## src/assert_macros.svh

```systemverilog
// Assertion helpers for the conversion unit.
`ifndef ASSERT_MACROS_SVH
`define ASSERT_MACROS_SVH
`define ASSERT_IMPL(lbl, clk, rst, a, c) \
   lbl: assert property (@(posedge clk) disable iff (rst) (a) |-> (c)) \
      else $error("assertion failed");
`define ASSERT_NEXT(lbl, clk, rst, a, c) \
   lbl: assert property (@(posedge clk) disable iff (rst) (a) |=> (c)) \
      else $error("assertion failed");
`endif

```

## src/e2q_pkg.sv

```systemverilog
package e2q_pkg;
   localparam int CORDIC_STAGES_DEF = 16;
   localparam int ANGLE_BITS_DEF = 16;
   localparam int MAX_STAGES = 24;
   localparam int CW = 33;

   typedef struct packed {
      logic signed [15:0] roll_angle;
      logic signed [15:0] pitch_angle;
      logic signed [15:0] yaw_angle;
   } req_type;

   typedef struct packed {
      logic signed [15:0] quat_w;
      logic signed [15:0] quat_x;
      logic signed [15:0] quat_y;
      logic signed [15:0] quat_z;
   } rsp_type;

   function automatic logic [31:0] atan_turn32(input int i);
      case (i)
         0: return 32'h20000000;  1: return 32'h12E4051E;  2: return 32'h09FB385B;
         3: return 32'h051111D4;  4: return 32'h028B0D43;  5: return 32'h0145D7E1;
         6: return 32'h00A2F61E;  7: return 32'h00517C55;  8: return 32'h0028BE53;
         9: return 32'h00145F2F;  10: return 32'h000A2F98; 11: return 32'h000517CC;
         12: return 32'h00028BE6; 13: return 32'h000145F3; 14: return 32'h0000A2F9;
         15: return 32'h0000517C; 16: return 32'h000028BE; 17: return 32'h0000145F;
         18: return 32'h00000A2F; 19: return 32'h00000517; 20: return 32'h0000028B;
         21: return 32'h00000145; 22: return 32'h000000A2; 23: return 32'h00000051;
         default: return 32'h0;
      endcase
   endfunction

   function automatic logic [31:0] gain_q30(input int n);
      case (n)
         8: return 32'd652039508;  9: return 32'd652034533;  10: return 32'd652033289;
         11: return 32'd652032978; 12: return 32'd652032901; 13: return 32'd652032881;
         14: return 32'd652032876;
         default: return 32'd652032875;
      endcase
   endfunction

   function automatic logic [32:0] atan_scaled(input int i, input int ab);
      logic [32:0] r;
      r = ({1'b0, atan_turn32(i)} + (33'd1 << (31 - ab))) >> (32 - ab);
      return r;
   endfunction
endpackage

```

## src/e2q_cell.sv

```systemverilog
module e2q_cell #(
   parameter int STAGE = 0,
   parameter int ANGLE_BITS = e2q_pkg::ANGLE_BITS_DEF
) (
   input  logic                            clock,
   input  logic signed [e2q_pkg::CW-1:0]   x_in,
   input  logic signed [e2q_pkg::CW-1:0]   y_in,
   input  logic signed [ANGLE_BITS:0]      z_in,
   output logic signed [e2q_pkg::CW-1:0]   x_ff,
   output logic signed [e2q_pkg::CW-1:0]   y_ff,
   output logic signed [ANGLE_BITS:0]      z_ff
);
   localparam logic [32:0] ATS = e2q_pkg::atan_scaled(STAGE, ANGLE_BITS);
   localparam logic signed [ANGLE_BITS:0] AT = ATS[ANGLE_BITS:0];
   logic signed [e2q_pkg::CW-1:0] dx, dy;
   assign dx = x_in >>> STAGE;
   assign dy = y_in >>> STAGE;
   always_ff @(posedge clock) begin
      if (!z_in[ANGLE_BITS]) begin
         x_ff <= x_in - dy;
         y_ff <= y_in + dx;
         z_ff <= z_in - AT;
      end else begin
         x_ff <= x_in + dy;
         y_ff <= y_in - dx;
         z_ff <= z_in + AT;
      end
   end
endmodule

```

## src/e2q_cordic.sv

```systemverilog
module e2q_cordic #(
   parameter int CORDIC_STAGES = e2q_pkg::CORDIC_STAGES_DEF,
   parameter int ANGLE_BITS = e2q_pkg::ANGLE_BITS_DEF
) (
   input  logic                          clock,
   input  logic signed [15:0]            angle,
   output logic signed [e2q_pkg::CW-1:0] cos_out,
   output logic signed [e2q_pkg::CW-1:0] sin_out
);
   localparam int N = (CORDIC_STAGES < 8) ? 8 :
                      (CORDIC_STAGES > e2q_pkg::MAX_STAGES) ? e2q_pkg::MAX_STAGES :
                      CORDIC_STAGES;
   localparam logic [31:0] K = e2q_pkg::gain_q30(N);
   logic signed [e2q_pkg::CW-1:0] xs [N+1];
   logic signed [e2q_pkg::CW-1:0] ys [N+1];
   logic signed [ANGLE_BITS:0]    zs [N+1];
   logic signed [ANGLE_BITS+16:0] wide;
   assign wide = {{(ANGLE_BITS+1){angle[15]}}, angle};
   assign xs[0] = e2q_pkg::CW'(K);
   assign ys[0] = '0;
   generate
      if (ANGLE_BITS >= 17) begin : g_up
         assign zs[0] = (ANGLE_BITS+1)'(wide <<< (ANGLE_BITS - 17));
      end else begin : g_dn
         assign zs[0] = (ANGLE_BITS+1)'(wide >>> (17 - ANGLE_BITS));
      end
   endgenerate
   for (genvar i = 0; i < N; i++) begin : g_cell
      e2q_cell #(.STAGE(i), .ANGLE_BITS(ANGLE_BITS)) u_cell (
         .clock(clock), .x_in(xs[i]), .y_in(ys[i]), .z_in(zs[i]),
         .x_ff(xs[i+1]), .y_ff(ys[i+1]), .z_ff(zs[i+1]));
   end
   assign cos_out = xs[N];
   assign sin_out = ys[N];
endmodule
```

## config.mk

```make
export PLATFORM = sky130hd
export DESIGN_NAME = e2q_cordic
export DESIGN_NICKNAME = d
export VERILOG_FILES = /design/src/assert_macros.svh /design/src/e2q_pkg.sv /design/src/e2q_cell.sv /design/src/e2q_cordic.sv
export SDC_FILE = /design/constraint.sdc
export NUM_CORES = 2
export LEC_CHECK = 0
export ABC_AREA = 1
export BUFFER_PORTS_ARGS = -buffer_cell sky130_fd_sc_hd__buf_2
export CAP_MARGIN = 20
export CORE_MARGIN = 5
export CORE_UTILIZATION = 43
export DETAILED_ROUTE_END_ITERATION = 8
export GPL_ROUTABILITY_DRIVEN = 1
export HOLD_SLACK_MARGIN = 0.03
export PLACE_DENSITY_LB_ADDON = 0.25
export REMOVE_ABC_BUFFERS = 1
export SYNTH_ARGS = -nofsm -noshare
export SYNTH_HDL_FRONTEND = slang
export SYNTH_SLANG_ARGS = --single-unit
```

## constraint.sdc

```tcl
create_clock -name clock -period 8.1 [get_ports clock]
set_input_delay 2.43 -clock clock [delete_from_list [all_inputs] [get_ports clock]]
set_output_delay 2.43 -clock clock [all_outputs]
set_load 0.1 [all_outputs]
```

* Yosys cells after proc, flatten, opt, wreduce, memory -nomap -nowiden
Index checks and enable logic that the tools add are counted.
** Storage, ports and cells
- Word-level logic and storage cells :: 182
- Bits in registers :: 1278
- Bits of input ports :: 17
** Operators by class
- Add/subtract/negate cells :: 90
- Muxes and demuxes :: 46
** Operators with widths (count)
- $mux W33 :: 31
- $mux W17 :: 15
- $add A33 B18 Y33 :: 2
- $add A33 B19 Y33 :: 2
- $add A33 B20 Y33 :: 2
- $add A33 B21 Y33 :: 2
- $add A33 B22 Y33 :: 2
- $add A33 B23 Y33 :: 2
- $add A33 B24 Y33 :: 2
- $add A33 B25 Y33 :: 2
- $add A33 B26 Y33 :: 2
- $add A33 B27 Y33 :: 2
- $add A33 B28 Y33 :: 2
- $add A33 B29 Y33 :: 2
- $add A33 B30 Y33 :: 2
- $add A33 B31 Y33 :: 2
- $sub A33 B18 Y33 :: 2
- $sub A33 B19 Y33 :: 2
- $sub A33 B20 Y33 :: 2
- $sub A33 B21 Y33 :: 2
- $sub A33 B22 Y33 :: 2
- $sub A33 B23 Y33 :: 2
- $sub A33 B24 Y33 :: 2
- $sub A33 B25 Y33 :: 2
- other kinds (38) :: 46

* Depth between registers and ports, before layout
- Word-level depth :: 2
- Gate-level depth with buffers :: 25
- Mapped depth without buffers :: 25

* By module
Synthesis repeated with hierarchy kept, for this count alone.
** Unflattened totals
- Cell total of the unflattened synthesis :: 23741
- Area, all modules :: 138409.0 um2
** Modules (own cells, without submodules)
- e2q_cell (g_cell[0].u_cell) :: area an instance 9450.3 um2, instances 1, seq. area each 1641.6 um2, cells each 1656
- e2q_cell (g_cell[1].u_cell) :: area an instance 9250.1 um2, instances 1, seq. area each 1661.6 um2, cells each 1656
- e2q_cell (g_cell[3].u_cell) :: area an instance 9111.2 um2, instances 1, seq. area each 1661.6 um2, cells each 1620
- e2q_cell (g_cell[9].u_cell) :: area an instance 8987.4 um2, instances 1, seq. area each 1661.6 um2, cells each 1557
- e2q_cell (g_cell[2].u_cell) :: area an instance 8963.6 um2, instances 1, seq. area each 1661.6 um2, cells each 1545
- e2q_cell (g_cell[7].u_cell) :: area an instance 8743.4 um2, instances 1, seq. area each 1661.6 um2, cells each 1506
- e2q_cell (g_cell[11].u_cell) :: area an instance 8705.8 um2, instances 1, seq. area each 1661.6 um2, cells each 1500
- e2q_cell (g_cell[8].u_cell) :: area an instance 8624.5 um2, instances 1, seq. area each 1661.6 um2, cells each 1467
- e2q_cell (g_cell[5].u_cell) :: area an instance 8615.8 um2, instances 1, seq. area each 1661.6 um2, cells each 1463
- e2q_cell (g_cell[6].u_cell) :: area an instance 8577.0 um2, instances 1, seq. area each 1661.6 um2, cells each 1458
- e2q_cell (g_cell[12].u_cell) :: area an instance 8538.2 um2, instances 1, seq. area each 1661.6 um2, cells each 1443
- e2q_cell (g_cell[10].u_cell) :: area an instance 8370.5 um2, instances 1, seq. area each 1661.6 um2, cells each 1424
- e2q_cell (g_cell[13].u_cell) :: area an instance 8366.8 um2, instances 1, seq. area each 1661.6 um2, cells each 1406
- e2q_cell (g_cell[14].u_cell) :: area an instance 8251.7 um2, instances 1, seq. area each 1661.6 um2, cells each 1387
- 3 more rows

* Worst setup path after synthesis
OpenSTA, ideal clock, no wires.
- Kind :: register -> output
- Start :: register g_cell[15].u_cell.x_ff[0] in the netlist's numbering
- End :: output cos_out[0] in the netlist's numbering
- Data arrival time :: 909 ps
- Buffers on the path :: 0
- Cell stages (with the launch flop) :: 1
- Data required time :: 5670 ps
- Slack :: 4761 ps
- Cell sequence :: dfxtp_1
** RTL lines
- from (decl) :: RTL line e2q_cell.sv:9 : output logic signed [e2q_pkg::CW-1:0] x_ff,
- from (signal assigned) :: RTL line e2q_cell.sv:20 : x_ff <= x_in - dy;
- from (signal assigned) :: RTL line e2q_cell.sv:24 : x_ff <= x_in + dy;
- to (decl) :: RTL line e2q_cordic.sv:7 : output logic signed [e2q_pkg::CW-1:0] cos_out,
No word-level cell between the ends.

* Worst setup path in the final report
- Start :: register g_cell[14].u_cell.z_ff[16]
- End :: register g_cell[15].u_cell.x_ff[30] in the netlist's numbering
** On the way
- Longest elaborated chain between the ends :: 1
** RTL lines
- from (decl) :: RTL line e2q_cell.sv:11 : output logic signed [ANGLE_BITS:0] z_ff
- from (signal assigned) :: RTL line e2q_cell.sv:22 : z_ff <= z_in - AT;
- from (signal assigned) :: RTL line e2q_cell.sv:26 : z_ff <= z_in + AT;
- $mux W33 :: RTL line e2q_cell.sv:19 : if (!z_in[ANGLE_BITS]) begin
No other way between the ends.

==> results.cfg <==
[clock_tree]
hold_buffers = 0
htree_levels = 4
tritoncts = yes
clock-root-buffer = clkbuf_16
cts_setup_buffers = 0
cts.sinks = 1209
cts-resized-gates = 0
cts.path.max_buffers = 3
clk_pin_slew_worst_paths_ns = 0.06
worstSkewPairLatency_ns = 0.82
cts_buffers = 141

[drt]
routed_wl_um = 304000
viasPerCell = 5.25
drtPass1Iterations = 8
drc = 0
dr.first_iter.drc_count = 7183
vias = 92100
wl_per_cell_um = 17.4
ant_nets = 0

[floorplanning]
fp.coreArea_mm2 = 0.230
dieArea_mm2 = 0.242
die_w_um = 492
rows = 176
ios = 83
start_util_pct = 43.3
dieHeight_um = 492

[timing]
finalCritPeriodShare_pct = 59.6
setup_viol = 0
fin_tns_setup_ns = 0
tightest_slew_ns = 1.13
fin_crit_ns = 4.83
finClkSkew_ns = 0.0525
drv_slew = 0
timing.fmax_ghz = 0.207
hold_viol_final = 0
rsz0062_at_grt = no
relSlewSlack_pct = 24.4

[yosys]
yosysWarnings = 0
synth_seq_cells = 1209
synth-edff-count = 0
syn-instance-count = 14200
ys_seq_area_share_pct = 24.3
synth.distinct_cells = 70
synthArstFlopShare_pct = 0
synth_ff_type = dfxtp_1
synth_area_mm2 = 0.0998
avgSynthCellArea_um2 = 7.01

[min_path]
min_path_cells = 0
min_to = g_cell[5].u_cell.z_ff[0]$_DFF_P_
hold_start = g_cell[4].u_cell.z_ff[0]$_DFF_P_
hp-class = flip-flop to flip-flop

[final_layout]
fin_nets = 15600
fillCellCount = 23800
syn_to_final_growth_pct = 9.09
drive_gt1_share_pct = 4.03

[critical_path]
reg2reg_depth = 16
slowest_delay_ns = 1.04
crit_type = flip-flop to flip-flop
path_cells = clkinv_1, a21oi_1, o21ai_0, a21oi_1, xnor2_1, ha_1, nand2_1, inv_1, a21oi_1, inv_1, a21oi_1, nor2_1, a2111oi_0, nand2_1, nand2_1, nand2_1
cp.arrival_ns = 5.54
end_kind = flip-flop
critPathMaxFanout = 36
slowest_stage = clkinv_1
timing.rr.end = g_cell[15].u_cell.x_ff[30]$_DFF_P_
timing.rr.start = g_cell[14].u_cell.z_ff[16]$_DFF_P_
rrSetupSlack_ns = 3.27
startpoint_type = flip-flop
required_ns = 8.81

[grt]
grt_max_degree = 56
grt_pass1_wl_um = 479000
antenna_found_initial = 4
overflow = 0
gr-usage-all-layers_pct = 24.3
grt_pass1_vias = 87300

[placement]
portBuffers = 81
gp_congestion = 0.945
dp_hpwl_um = 256000

[run]
max_cap_viol_count = 0

[status]
status = complete, no violations
routing by layer:
metal | vias to the layer above | GRT usage (%) | routed length [µm]
met5 | - | 0 | 251
met4 | 4 | 7.36 | 9770
met3 | 461 | 2.95 | 16800
met2 | 2448 | 41.2 | 139000
met1 | 41800 | 32.4 | 139000
li1 | 47400 | - | -
synthesized netlist by cell type (33+ instances only):
cell / number / area, µm²
ha_1: 1151 / 14400
fa_1: 42 / 841
xor2_1: 1062 / 9300
o21bai_1: 82 / 616
nand2_2: 38 / 238
dfxtp_1: 1209 / 24200
o21ai_0: 658 / 3290
nor4_1: 74 / 463
inv_1: 1911 / 7170
a21o_1: 174 / 1310
o31ai_1: 59 / 443
nand4_1: 120 / 751
a21oi_1: 1346 / 6740
nand2_1: 2865 / 10800
clkbuf_1: 67 / 251
nor3_1: 236 / 1180
nor3_2: 33 / 330
nor2_1: 1268 / 4760
a31oi_1: 146 / 913
nor2_2: 43 / 269
o21ai_1: 71 / 355
nand3_1: 659 / 3300
xnor2_1: 523 / 4580
stage by stage:
| stage | utilization, % | cell area [µm²] | hold WS (ns) | worst slack, ns | std cells |
|---|---|---|---|---|---|
| final | 47.2 | 109000 | 0.325 | 3.27 | 17500 |
| after global placement | 45.1 | 104000 | 0.312 | 3.41 | 17300 |
| after global routing | 47.2 | 109000 | 0.331 | 2.60 | 17500 |
| after CTS | 47.2 | 109000 | 0.326 | 3.34 | 17500 |
| after detailed placement | 45.1 | 104000 | 0.312 | 3.38 | 17300 |
| after floorplan | - | 99400 | 0.310 | 4.08 | 14100 |
registers in the layout (all words and copies together), names as in the netlist:
register / cells
g_cell.u_cell.z_ff: 236
g_cell.u_cell.y_ff: 496
g_cell.u_cell.x_ff: 477
worst max path at each step:
stage	startpoint	end	slack, ns	cells past startpoint
after floorplan	g_cell[1].u_cell.z_ff[16]$_DFF_P_	g_cell[2].u_cell.x_ff[26]$_DFF_P_	4.08	20
after global placement	g_cell[14].u_cell.z_ff[16]$_DFF_P_	g_cell[15].u_cell.x_ff[30]$_DFF_P_	3.41	16
after detailed placement	g_cell[14].u_cell.z_ff[16]$_DFF_P_	g_cell[15].u_cell.x_ff[30]$_DFF_P_	3.38	16
after CTS	g_cell[14].u_cell.z_ff[16]$_DFF_P_	g_cell[15].u_cell.x_ff[30]$_DFF_P_	3.34	16
after global routing	g_cell[14].u_cell.z_ff[16]$_DFF_P_	g_cell[15].u_cell.x_ff[30]$_DFF_P_	2.60	16
final	g_cell[14].u_cell.z_ff[16]$_DFF_P_	g_cell[15].u_cell.x_ff[30]$_DFF_P_	3.27	16
critical path, delay by kind of cell (launching register included):
family	cells	cell delay (ns)
AO/OA/AOI/OAI	6	1.71
buffers and inverters	3	1.16
flip-flops	1	0.92
AND/OR/NAND/NOR	5	0.45
adder cells (fa/ha/maj)	1	0.31
XOR/XNOR	1	0.16
cell families (layout without fill, tap and decap cells):
group / Yosys count / after routing / synth area share (%)
AOI/OAI and AO/OA: 2756 / 2756 / 15.6
adders and majority gates: 1193 / 1193 / 15.3
muxes: 1 / 1 / 0.0100
other: 1 / 9 / 0.00376
and+or+nand+nor: 5466 / 5466 / 23.3
buffers and inverters: 2021 / 2293 / 7.62
xor gates and xnor gates: 1585 / 1585 / 13.9
DFF: 1209 / 1209 / 24.3
placed cells by master (no fill, tap or decap), types with 19 or more instances in the layout:
cell type / count
nand2_1: 2865
inv_1: 1911
a21oi_1: 1346
nor2_1: 1268
dfxtp_1: 1208
ha_1: 1151
xor2_1: 1062
nand3_1: 659
o21ai_0: 658
xnor2_1: 523
nor3_1: 236
a21o_1: 174
a31oi_1: 146
clkbuf_16: 143
nand4_1: 120
o21bai_1: 82
buf_2: 81
nor4_1: 74
o21ai_1: 71
o31ai_1: 59
nor2_2: 43
fa_1: 42
nand2_2: 38
nor3_2: 33
a221oi_1: 32
o211ai_1: 30
o21a_1: 27
nand3_2: 26
a211oi_1: 25
and2_1: 25
a21boi_0: 23
clkinv_2: 23
buf_4: 23
nand3b_1: 22
clkbuf_1: 19
area by class of cell:
type | count | area [µm²] | area share (%)
Timing Repair Buffer | 104 | 578 | 0.531
Tap cell | 3026 | 3790 | 3.48
Inverter | 1930 | 7250 | 6.66
Antenna cell | 8 | 20.0 | 0.0184
Clock inverter | 80 | 1160 | 1.06
Sequential cell | 1209 | 24200 | 22.2
Clock buffer | 179 | 3880 | 3.57
Multi-Input combinational cell | 11000 | 68000 | 62.4
Power is not shown: default switching activity piles up to over one toggle a cycle in this logic, so the estimate is an artifact.
